`src/sv/srs_pkg.sv`:
```
// Shared types and constants for the stroke route sampler.
package srs_pkg;

    localparam logic [1:0] ACT_TOUCH   = 2'd0;
    localparam logic [1:0] ACT_MOVE    = 2'd1;
    localparam logic [1:0] ACT_RELEASE = 2'd2;
    localparam logic [1:0] ACT_SPARE   = 2'd3;

    localparam logic [1:0] REG_BEND_LIMIT = 2'd0;
    localparam logic [1:0] REG_MIN_MOVE   = 2'd1;
    localparam logic [1:0] REG_GRID_RES   = 2'd2;

    localparam int ACCUM_BITS = 20;
    localparam logic [ACCUM_BITS-1:0] ACCUM_MAX = 20'hFFFFF;

    // Request and answer between the top level and the square-root unit.
    typedef struct packed {
        logic        go;
        logic [33:0] radicand;
    } sqrt_req_t;

    typedef struct packed {
        logic        done;
        logic [16:0] root;
    } sqrt_rsp_t;

endpackage

```
`src/sv/srs_ram.sv`:
```
// Generic single-port-write, single-read RAM with registered read data.
module srs_ram #(
    parameter int WIDTH = 12,
    parameter int DEPTH = 32
) (
    input  logic                     clk,
    input  logic                     we,
    input  logic [$clog2(DEPTH)-1:0] waddr,
    input  logic [WIDTH-1:0]         wdata,
    input  logic [$clog2(DEPTH)-1:0] raddr,
    output logic [WIDTH-1:0]         rdata
);

    logic [WIDTH-1:0] mem [DEPTH];

    // Write and registered read.
    always_ff @(posedge clk)
    begin
        if (we)
        begin
            mem[waddr] <= wdata;
        end
        rdata <= mem[raddr];
    end

endmodule

```
`src/sv/srs_sqrt.sv`:
```
// Bit-serial floor integer square root, one result bit per cycle.
module srs_sqrt (
    input  logic              clk,
    input  logic              rst_n,
    input  srs_pkg::sqrt_req_t req,
    output srs_pkg::sqrt_rsp_t rsp
);

    logic [33:0] rem_reg, rem_next;
    logic [16:0] root_reg, root_next;
    logic [4:0]  cnt_reg, cnt_next;
    logic        busy_reg, busy_next;
    logic        done_reg, done_next;

    // Restoring digit recurrence: two radicand bits enter per step.
    always_comb
    begin
        rem_next  = rem_reg;
        root_next = root_reg;
        cnt_next  = cnt_reg;
        busy_next = busy_reg;
        done_next = 1'b0;
        if (req.go)
        begin
            rem_next  = req.radicand;
            root_next = '0;
            cnt_next  = 5'd17;
            busy_next = 1'b1;
        end
        else if (busy_reg)
        begin
            root_next = {root_reg[15:0], 1'b0};
            cnt_next  = cnt_reg - 5'd1;
            if (cnt_reg == 5'd1)
            begin
                busy_next = 1'b0;
                done_next = 1'b1;
            end
        end
    end

    logic [35:0] part_reg, part_next;
    logic [35:0] cand;

    // Remainder datapath kept separate for clarity.
    always_comb
    begin
        part_next = part_reg;
        cand      = '0;
        if (req.go)
        begin
            part_next = '0;
        end
        else if (busy_reg)
        begin
            part_next = {part_reg[33:0], rem_reg[33:32]};
            cand      = {17'd0, root_reg, 2'b01};
            if (part_next >= cand)
            begin
                part_next = part_next - cand;
            end
        end
    end

    logic [16:0] root_bit;
    assign root_bit = (busy_reg &&
        ({part_reg[33:0], rem_reg[33:32]} >= {17'd0, root_reg, 2'b01})) ? 17'd1 : 17'd0;

    always_ff @(posedge clk or negedge rst_n)
    begin
        if (!rst_n)
        begin
            busy_reg <= 1'b0;
            done_reg <= 1'b0;
            cnt_reg  <= '0;
        end
        else
        begin
            busy_reg <= busy_next;
            done_reg <= done_next;
            cnt_reg  <= cnt_next;
        end
    end

    always_ff @(posedge clk)
    begin
        part_reg <= part_next;
        root_reg <= (busy_reg && !req.go) ? (root_next | root_bit) : root_next;
        rem_reg  <= (busy_reg && !req.go) ? {rem_next[31:0], 2'b00} : rem_next;
    end

    assign rsp.done = done_reg;
    assign rsp.root = root_reg;

endmodule

```
`src/sv/stroke_route_sampler_top.sv`:
```
// Top level of the stroke route sampler: control, route memories and ranking.
// An item is taken when start is high and busy is low. A touch, an ignored event and
// an empty release are handled without leaving the idle state. A move whose step is
// shorter than min_move uses one 17-step square root on the shared bit-serial unit;
// any other move uses two, plus a memory read. On a release of an N-point route, for
// each point the rank pass reads every point through the one read port of each route
// memory, and a 20-step division then scales the ranks. Results appear one per strobe
// cycle; the receiver cannot stall them.
module stroke_route_sampler_top #(
    parameter int ROUTE_DEPTH = 32,
    parameter int COORD_BITS  = 12
) (
    input  logic                  clk,
    input  logic                  rst_n,
    input  logic                  start,
    output logic                  busy,
    input  logic [1:0]            action,
    input  logic [COORD_BITS-1:0] pen_x,
    input  logic [COORD_BITS-1:0] pen_y,
    input  logic [COORD_BITS-1:0] prev_x,
    input  logic [COORD_BITS-1:0] prev_y,
    input  logic                  cfg_we,
    input  logic [1:0]            cfg_index,
    input  logic [15:0]           cfg_data,
    output logic                  strobe,
    output logic [4:0]            point_index,
    output logic [3:0]            grid_x,
    output logic [3:0]            grid_y,
    output logic                  last_point
);

    localparam int AW = $clog2(ROUTE_DEPTH);
    localparam int CW = $clog2(ROUTE_DEPTH + 1);
    localparam logic [CW-1:0] DEPTH_C = CW'(ROUTE_DEPTH);

    localparam logic [3:0] S_IDLE   = 4'd0;
    localparam logic [3:0] S_SQ1    = 4'd1;
    localparam logic [3:0] S_SQ1W   = 4'd2;
    localparam logic [3:0] S_RD     = 4'd3;
    localparam logic [3:0] S_SQ2    = 4'd4;
    localparam logic [3:0] S_SQ2W   = 4'd5;
    localparam logic [3:0] S_DEC    = 4'd6;
    localparam logic [3:0] S_RI     = 4'd7;
    localparam logic [3:0] S_RIW    = 4'd8;
    localparam logic [3:0] S_RJ     = 4'd9;
    localparam logic [3:0] S_RJW    = 4'd10;
    localparam logic [3:0] S_MUL    = 4'd11;
    localparam logic [3:0] S_DIV    = 4'd12;
    localparam logic [3:0] S_EMIT   = 4'd13;

    logic [3:0]  state_reg, state_next;
    logic [15:0] bend_limit_reg;
    logic [12:0] min_move_reg;
    logic [3:0]  grid_res_reg;
    logic [CW-1:0] count_reg, count_next;
    logic [srs_pkg::ACCUM_BITS-1:0] accum_reg, accum_next;
    logic [COORD_BITS-1:0] px_reg, py_reg, qx_reg, qy_reg;
    logic [COORD_BITS-1:0] xi_reg, yi_reg;
    logic [AW-1:0] i_reg, i_next, j_reg, j_next;
    logic [CW-1:0] rx_reg, rx_next, ry_reg, ry_next;
    logic [16:0] step_reg;
    logic [19:0] px_prod_reg, py_prod_reg;
    logic [CW-1:0] qgx_reg, qgy_reg;
    logic [19:0] remx_reg, remy_reg;
    logic [4:0]  dcnt_reg;

    // Route memories.
    logic          we;
    logic [AW-1:0] waddr, raddr;
    logic [COORD_BITS-1:0] wx, wy, rdx, rdy;

    srs_ram #(.WIDTH(COORD_BITS), .DEPTH(ROUTE_DEPTH)) u_ram_x (
        .clk(clk), .we(we), .waddr(waddr), .wdata(wx), .raddr(raddr), .rdata(rdx));
    srs_ram #(.WIDTH(COORD_BITS), .DEPTH(ROUTE_DEPTH)) u_ram_y (
        .clk(clk), .we(we), .waddr(waddr), .wdata(wy), .raddr(raddr), .rdata(rdy));

    // Shared square-root unit.
    srs_pkg::sqrt_req_t sq_req;
    srs_pkg::sqrt_rsp_t sq_rsp;
    srs_sqrt u_sqrt (.clk(clk), .rst_n(rst_n), .req(sq_req), .rsp(sq_rsp));

    logic [COORD_BITS-1:0] ax, ay, bx, by, dx, dy;
    logic [33:0] sumsq;
    always_comb
    begin
        ax = qx_reg; ay = qy_reg; bx = px_reg; by = py_reg;
        if (state_reg == S_SQ2)
        begin
            ax = rdx; ay = rdy;
        end
        dx = (ax > bx) ? ax - bx : bx - ax;
        dy = (ay > by) ? ay - by : by - ay;
        sumsq = 34'(dx * dx) + 34'(dy * dy);
    end

    logic [19:0] straight, diff;
    logic [20:0] accsum;
    logic [19:0] acc_sat;
    assign straight = 20'(sq_rsp.root);
    assign accsum   = {1'b0, accum_reg} + 21'(step_reg);
    assign acc_sat  = accsum[20] ? srs_pkg::ACCUM_MAX : accsum[19:0];
    assign diff     = (accum_reg > straight) ? accum_reg - straight : straight - accum_reg;

    logic [CW-1:0] cnt_m1;
    assign cnt_m1 = count_reg - CW'(1);

    // Configuration registers.
    always_ff @(posedge clk or negedge rst_n)
    begin
        if (!rst_n)
        begin
            bend_limit_reg <= 16'd700;
            min_move_reg   <= 13'd30;
            grid_res_reg   <= 4'd5;
        end
        else if (cfg_we)
        begin
            case (cfg_index)
                srs_pkg::REG_BEND_LIMIT: bend_limit_reg <= cfg_data;
                srs_pkg::REG_MIN_MOVE:   min_move_reg   <= cfg_data[12:0];
                srs_pkg::REG_GRID_RES:   grid_res_reg   <= cfg_data[3:0];
                default: ;
            endcase
        end
    end

    // Restoring division of grid_res*rank by count, one quotient bit per cycle.
    logic [19:0] trx, try_;
    assign trx  = {remx_reg[18:0], px_prod_reg[19]};
    assign try_ = {remy_reg[18:0], py_prod_reg[19]};

    // Main sequencer.
    always_comb
    begin
        state_next = state_reg;
        count_next = count_reg;
        accum_next = accum_reg;
        i_next = i_reg; j_next = j_reg;
        rx_next = rx_reg; ry_next = ry_reg;
        we = 1'b0; waddr = '0; wx = px_reg; wy = py_reg;
        raddr = cnt_m1[AW-1:0];
        sq_req.go = 1'b0;
        sq_req.radicand = sumsq;
        case (state_reg)
            S_IDLE:
            begin
                if (start)
                begin
                    state_next = S_IDLE;
                    case (action)
                        srs_pkg::ACT_TOUCH:
                        begin
                            we = 1'b1; waddr = '0; wx = pen_x; wy = pen_y;
                            accum_next = '0;
                            count_next = CW'(1);
                        end
                        srs_pkg::ACT_MOVE:
                        begin
                            if (count_reg != '0)
                            begin
                                state_next = S_SQ1;
                            end
                        end
                        srs_pkg::ACT_RELEASE:
                        begin
                            if (accum_reg != '0 && count_reg < DEPTH_C)
                            begin
                                we = 1'b1; waddr = count_reg[AW-1:0];
                                wx = pen_x; wy = pen_y;
                                count_next = count_reg + CW'(1);
                            end
                            accum_next = '0;
                            i_next = '0; j_next = '0;
                            if (count_next != '0)
                            begin
                                state_next = S_RI;
                            end
                        end
                        default: ;
                    endcase
                end
            end
            S_SQ1:
            begin
                sq_req.go = 1'b1;
                state_next = S_SQ1W;
            end
            S_SQ1W:
            begin
                if (sq_rsp.done)
                begin
                    state_next = (sq_rsp.root < 17'(min_move_reg)) ? S_IDLE : S_RD;
                end
            end
            S_RD:
            begin
                accum_next = acc_sat;
                state_next = S_SQ2;
            end
            S_SQ2:
            begin
                sq_req.go = 1'b1;
                state_next = S_SQ2W;
            end
            S_SQ2W:
            begin
                if (sq_rsp.done)
                begin
                    state_next = S_IDLE;
                    if (diff > 20'(bend_limit_reg) && count_reg < DEPTH_C)
                    begin
                        we = 1'b1; waddr = count_reg[AW-1:0];
                        count_next = count_reg + CW'(1);
                        accum_next = '0;
                    end
                end
            end
            S_RI:
            begin
                raddr = i_reg;
                state_next = S_RIW;
            end
            S_RIW:
            begin
                raddr = '0;
                j_next = '0; rx_next = '0; ry_next = '0;
                state_next = S_RJ;
            end
            S_RJ:
            begin
                // The read of entry j issued here is compared in S_RJW.
                raddr = j_reg;
                state_next = S_RJW;
            end
            S_RJW:
            begin
                raddr = j_reg;
                if (xi_reg > rdx) rx_next = rx_reg + CW'(1);
                if (yi_reg > rdy) ry_next = ry_reg + CW'(1);
                if (CW'(j_reg) == cnt_m1)
                begin
                    state_next = S_MUL;
                end
                else
                begin
                    j_next = j_reg + AW'(1);
                    state_next = S_RJ;
                end
            end
            S_MUL:
            begin
                state_next = S_DIV;
            end
            S_DIV:
            begin
                if (dcnt_reg == 5'd0)
                begin
                    state_next = S_EMIT;
                end
            end
            S_EMIT:
            begin
                if (CW'(i_reg) == cnt_m1)
                begin
                    count_next = '0;
                    state_next = S_IDLE;
                end
                else
                begin
                    i_next = i_reg + AW'(1);
                    state_next = S_RI;
                end
            end
            default: state_next = S_IDLE;
        endcase
    end

    always_ff @(posedge clk or negedge rst_n)
    begin
        if (!rst_n)
        begin
            state_reg <= S_IDLE;
            count_reg <= '0;
            accum_reg <= '0;
        end
        else
        begin
            state_reg <= state_next;
            count_reg <= count_next;
            accum_reg <= accum_next;
        end
    end

    // Datapath registers.
    always_ff @(posedge clk)
    begin
        i_reg <= i_next; j_reg <= j_next;
        rx_reg <= rx_next; ry_reg <= ry_next;
        if (state_reg == S_IDLE && start)
        begin
            px_reg <= pen_x; py_reg <= pen_y; qx_reg <= prev_x; qy_reg <= prev_y;
        end
        if (state_reg == S_SQ1W && sq_rsp.done)
        begin
            step_reg <= sq_rsp.root;
        end
        if (state_reg == S_RIW)
        begin
            xi_reg <= rdx; yi_reg <= rdy;
        end
        if (state_reg == S_MUL)
        begin
            px_prod_reg <= 20'(grid_res_reg * rx_reg);
            py_prod_reg <= 20'(grid_res_reg * ry_reg);
            remx_reg <= '0; remy_reg <= '0;
            qgx_reg <= '0; qgy_reg <= '0;
            dcnt_reg <= 5'd20;
        end
        if (state_reg == S_DIV && dcnt_reg != 5'd0)
        begin
            dcnt_reg <= dcnt_reg - 5'd1;
            px_prod_reg <= {px_prod_reg[18:0], 1'b0};
            py_prod_reg <= {py_prod_reg[18:0], 1'b0};
            if (trx >= 20'(count_reg))
            begin
                remx_reg <= trx - 20'(count_reg);
                qgx_reg <= {qgx_reg[CW-2:0], 1'b1};
            end
            else
            begin
                remx_reg <= trx;
                qgx_reg <= {qgx_reg[CW-2:0], 1'b0};
            end
            if (try_ >= 20'(count_reg))
            begin
                remy_reg <= try_ - 20'(count_reg);
                qgy_reg <= {qgy_reg[CW-2:0], 1'b1};
            end
            else
            begin
                remy_reg <= try_;
                qgy_reg <= {qgy_reg[CW-2:0], 1'b0};
            end
        end
    end

    // Result outputs.
    assign busy        = (state_reg != S_IDLE);
    assign strobe      = (state_reg == S_EMIT);
    assign point_index = 5'(i_reg);
    assign grid_x      = qgx_reg[3:0];
    assign grid_y      = qgy_reg[3:0];
    assign last_point  = strobe && (CW'(i_reg) == cnt_m1);

    // Checks on the sequencer.
    a_count_range: assert property (@(posedge clk) disable iff (!rst_n)
        count_reg <= DEPTH_C) else $error("route count out of range");
    a_strobe_busy: assert property (@(posedge clk) disable iff (!rst_n)
        strobe |-> busy) else $error("strobe while idle");
    a_last_clears: assert property (@(posedge clk) disable iff (!rst_n)
        last_point |=> count_reg == '0) else $error("route not cleared after last point");

endmodule
```
`config.mk`:
```
export PLATFORM = sky130hd
export DESIGN_NAME = stroke_route_sampler_top
export DESIGN_NICKNAME = d
export VERILOG_FILES = /design/src/sv/srs_pkg.sv /design/src/sv/srs_ram.sv /design/src/sv/srs_sqrt.sv /design/src/sv/stroke_route_sampler_top.sv
export SDC_FILE = /design/constraint.sdc
export NUM_CORES = 2
export LEC_CHECK = 0
export BUFFER_PORTS_ARGS = -buffer_cell sky130_fd_sc_hd__buf_2
export CORE_ASPECT_RATIO = 0.5
export CORE_MARGIN = 5
export CORE_UTILIZATION = 55
export DETAILED_ROUTE_END_ITERATION = 7
export PLACE_DENSITY = 0.8
export SLEW_MARGIN = 20
export SYNTH_ARGS = -nofsm -noshare
export SYNTH_HDL_FRONTEND = slang
export SYNTH_SLANG_ARGS = --single-unit
```
`constraint.sdc`:
```
create_clock -name clk -period 10.8 [get_ports clk]
set_input_delay 1.08 -clock clk [delete_from_list [all_inputs] [get_ports clk]]
set_output_delay 1.08 -clock clk [all_outputs]
set_load 0.01 [all_outputs]
```
==> key figures <==
Routing
  – DRT antenna net count: 0
  – Top metal layer carrying routed signals: met5
  – Post-Route WL: 161000 um
  – Detailed-routed wire length on met3: about 14000 um
  – Number of design-rule violations left by the first detailed-router iteration: 4834
  – Post-detailed-route wirelength per cell: 24.8 um
  – First drt pass iteration count: 5
  – Number of vias in the routed layout: 40200
  – Remaining design rule violation count: 0
  – Routed vias/inst: roughly 6.2
  – Met1 Routed Length: 62900 um
  – Met2 wirelength from detailed routing: 77300 um

Clocking
  – Clock tree from TritonCTS: done
  – Clk sink count: 1149
  – Clock root buffer: sky130_fd_sc_hd__clkbuf_16
  – Clock-pin slew reported for the worst setup and hold paths after clock tree synthesis: 70 ps
  – Number of buffers added by the clock tree synthesis step: 98
  – Worst skew pair latency: 770 ps
  – Max clock buf depth: 3
  – Count of H-tree levels built during CTS: 3

STA
  – Fin crit period: roughly 10000 ps
  – Number of hold violations in the final report: 0
  – Highest clock rate: 0.0957 GHz
  – Total count of max-transition violations in the final report: 0
  – Setup ws final: approximately 350 ps
  – Sum of negative setup slack: 0 ps
  – Total of endpoints with negative setup slack in the final report: 0
  – Unrepaired setup endpoints after global routing: true
  – Period utilisation layout: 96.8%
  – Slew at the pin closest to its max-slew limit: about 1200 ps
  – Maximum clock skew at final layout: 71.7 ps
  – Worst slew slack as a fraction of its limit: a little over a fifth

Global routing
  – Via count of the first global-routing pass: 40700
  – Total congestion overflow: 0
  – All-layer global routing usage: 26.1%
  – First-pass GRT wire length: 244000 um
  – Maximum number of pins on one net before global-route repair: approximately 150
  – Initial antenna violation count: 9

Placement
  – HPWL after DPL: 101000 um
  – Post-placement setup slack: -317 ps
  – Input/output buffers: just under 90
  – Instance area at placement: 65300 um^2
  – Placer's final routability congestion estimate: 0.912

Synthesis
  – Cell type with the largest total area after synthesis: sky130_fd_sc_hd__edfxtp_1
  – Syn Inst Count: approximately 4800
  – Synth top area share: 46.5%
  – Number of distinct library cell variants in the gate-level netlist after synthesis: 110
  – EDFF count, synth: 970
  – Biggest area contributors in the synthesized netlist: sky130_fd_sc_hd__edfxtp_1 (46%), sky130_fd_sc_hd__fa_1 (7.3%), sky130_fd_sc_hd__mux4_2 (6.9%), sky130_fd_sc_hd__ha_1 (6.5%), sky130_fd_sc_hd__dfxtp_1 (3.5%)
  – Async set-or-reset flop fraction in the synthesized netlist: between 6 and 7%
  – Combined area of all synthesized cells: 62700 um^2
  – Ys Warns: 0
  – Proportion of synthesized chip area in sequential cells: 52.8%
  – Flop and latch count out of synthesis: 1149
  – Per-instance average area after synthesis: 13.2 um^2
  – Top FF cell, synth: sky130_fd_sc_hd__edfxtp_1
  – Synthesized net count: 5390

Floorplanning
  – Vertical die dimension: ~250 um
  – Die width: 487 um
  – Row cnt: 87
  – Placeable core region: 113000 um^2
  – Starting utilization of the core area: 55.5%
  – Io pins: just under 90
  – Die Area: 121000 um^2

Layout
  – Syn-to-layout area delta: 11.1%
  – Top library cells by usage in the layout, fill and taps aside: sky130_fd_sc_hd__edfxtp_1 (970), sky130_fd_sc_hd__inv_1 (510), sky130_fd_sc_hd__ha_1 (315)
  – Final net count: 5515
  – Most common cell after layout, fill and taps aside: sky130_fd_sc_hd__edfxtp_1
  – Utilization after layout: 61.7%
  – Register area: 33100 um^2
  – Share of layout cells above drive strength 1: 17.5%
  – Total of fill cells in the finished design: 8012
  – Post-route cell area: 69600 um^2
  – Registers with the most flip-flops: u_ram_x.mem: 384 flops, u_ram_y.mem: 384 flops
  – Area used by multi-input combinational logic: 27700 um^2

Setup path
  – Dominant cell type by count on the critical path: sky130_fd_sc_hd__fa_1
  – Register-to-register setup slack: 350 ps
  – Cell family with most CP delay: adder cells
  – Slowest cell on the critical path: sky130_fd_sc_hd__fa_1
  – Critical path startpoint category: register
  – Required time reported for the critical path endpoint: between 10000 and 15000 ps
  – Arrival time at the worst endpoint: 11020 ps
  – Worst Setup End Kind: register
  – Count of buffering cells on the critical path with inverters included: 8
  – Worst setup path category: reg2reg
  – Critical Path Max Stage Delay: roughly 560 ps
  – Maximum fanout count along the critical path: 8

Run
  – Maxcap violations: 0

Hold path
  – Hold Crit Class: in2async

Status
  – Status: finished clean
per-stage QoR:
step | instances | hold slack, ps
global route | 6485 | 386
CTS | 6444 | 452
global placement | 6260 | 440
floorplan | 4763 | 418
finish | 6486 | 342
detailed placement | 6262 | 465
repair_timing:
item / in CTS / in global routing
resized for setup: 13 / 79
setup buffers: 0 / 35
pin swaps: 0 / 35
setup endpoints to repair: 2 / 5
gates cloned: 0 / 1
hold buffers: 0 / 0
worst paths after layout:
| check | startpoint | end | cells past startpoint |
|---|---|---|---|
| setup / recovery | state_reg[1]$_DFFE_PN0P_ | u_sqrt.rem_reg[24]$_DFF_P_ | 39 |
| hold / removal | rst_n | count_reg[2]$_DFFE_PN0P_ | 1 |
| setup reg to reg | state_reg[1]$_DFFE_PN0P_ | u_sqrt.rem_reg[24]$_DFF_P_ | 39 |
| hold reg to reg | u_sqrt.part_reg[32]$_SDFFE_PN0P_ | u_sqrt.part_reg[32]$_SDFFE_PN0P_ | 2 |
| max in group asynchronous | rst_n | grid_res_reg[3]$_DFFE_PN0P_ | 1 |
| min in group clk | u_sqrt.part_reg[32]$_SDFFE_PN0P_ | u_sqrt.part_reg[32]$_SDFFE_PN0P_ | 2 |
layout make-up:
cell class	count	share of cell area (%)
flip-flops and latches	1149	47.5
clock buffers	133	3.96
clock inverters	49	0.811
diodes	3	0.0108
well taps	1513	2.72
repair buffers	218	2.41
multi-input cells	2906	39.8
inverters	515	2.78
metal layers:
layer	up-vias	track usage, %
met5	-	0
met4	4	9.48
met3	413	5.02
met2	2108	42.4
met1	20200	35.3
li1	17500	-
Yosys cell counts (25+ instances only):
master	n
sky130_fd_sc_hd__o21ai_0	195
sky130_fd_sc_hd__nor2_1	308
sky130_fd_sc_hd__mux2_2	104
sky130_fd_sc_hd__nand2_1	273
sky130_fd_sc_hd__ha_1	327
sky130_fd_sc_hd__nor2b_1	40
sky130_fd_sc_hd__clkbuf_1	120
sky130_fd_sc_hd__xor2_1	68
sky130_fd_sc_hd__xnor2_1	97
sky130_fd_sc_hd__a21o_1	63
sky130_fd_sc_hd__edfxtp_1	970
sky130_fd_sc_hd__dfxtp_1	109
sky130_fd_sc_hd__nand3_1	43
sky130_fd_sc_hd__mux2i_1	119
sky130_fd_sc_hd__inv_1	511
sky130_fd_sc_hd__a211oi_1	43
sky130_fd_sc_hd__dfrtp_1	58
sky130_fd_sc_hd__nor3_1	49
sky130_fd_sc_hd__buf_1	25
sky130_fd_sc_hd__o211ai_1	42
sky130_fd_sc_hd__nand2b_1	51
sky130_fd_sc_hd__fa_1	228
sky130_fd_sc_hd__o31ai_1	26
sky130_fd_sc_hd__a22o_1	35
sky130_fd_sc_hd__buf_2	33
sky130_fd_sc_hd__a21oi_1	175
sky130_fd_sc_hd__and2_1	58
sky130_fd_sc_hd__mux4_2	192
cell families (layout without fill, tap and decap cells):
kind of cell | count (synthesis) | count (layout) | synth area share, %
xor gates and xnor gates | 166 | 166 | 2.33
buffers and inverters | 708 | 915 | 4.47
adders and majority gates | 555 | 555 | 13.8
muxes | 417 | 417 | 10.7
other | 0 | 3 | 0
DFF | 1149 | 1149 | 52.8
and+or+nand+nor | 1008 | 1008 | 7.83
AOI/OAI and AO/OA | 760 | 760 | 8.04
Power is not shown: default switching activity piles up to over one toggle a cycle in this logic, so the estimate is an artifact.
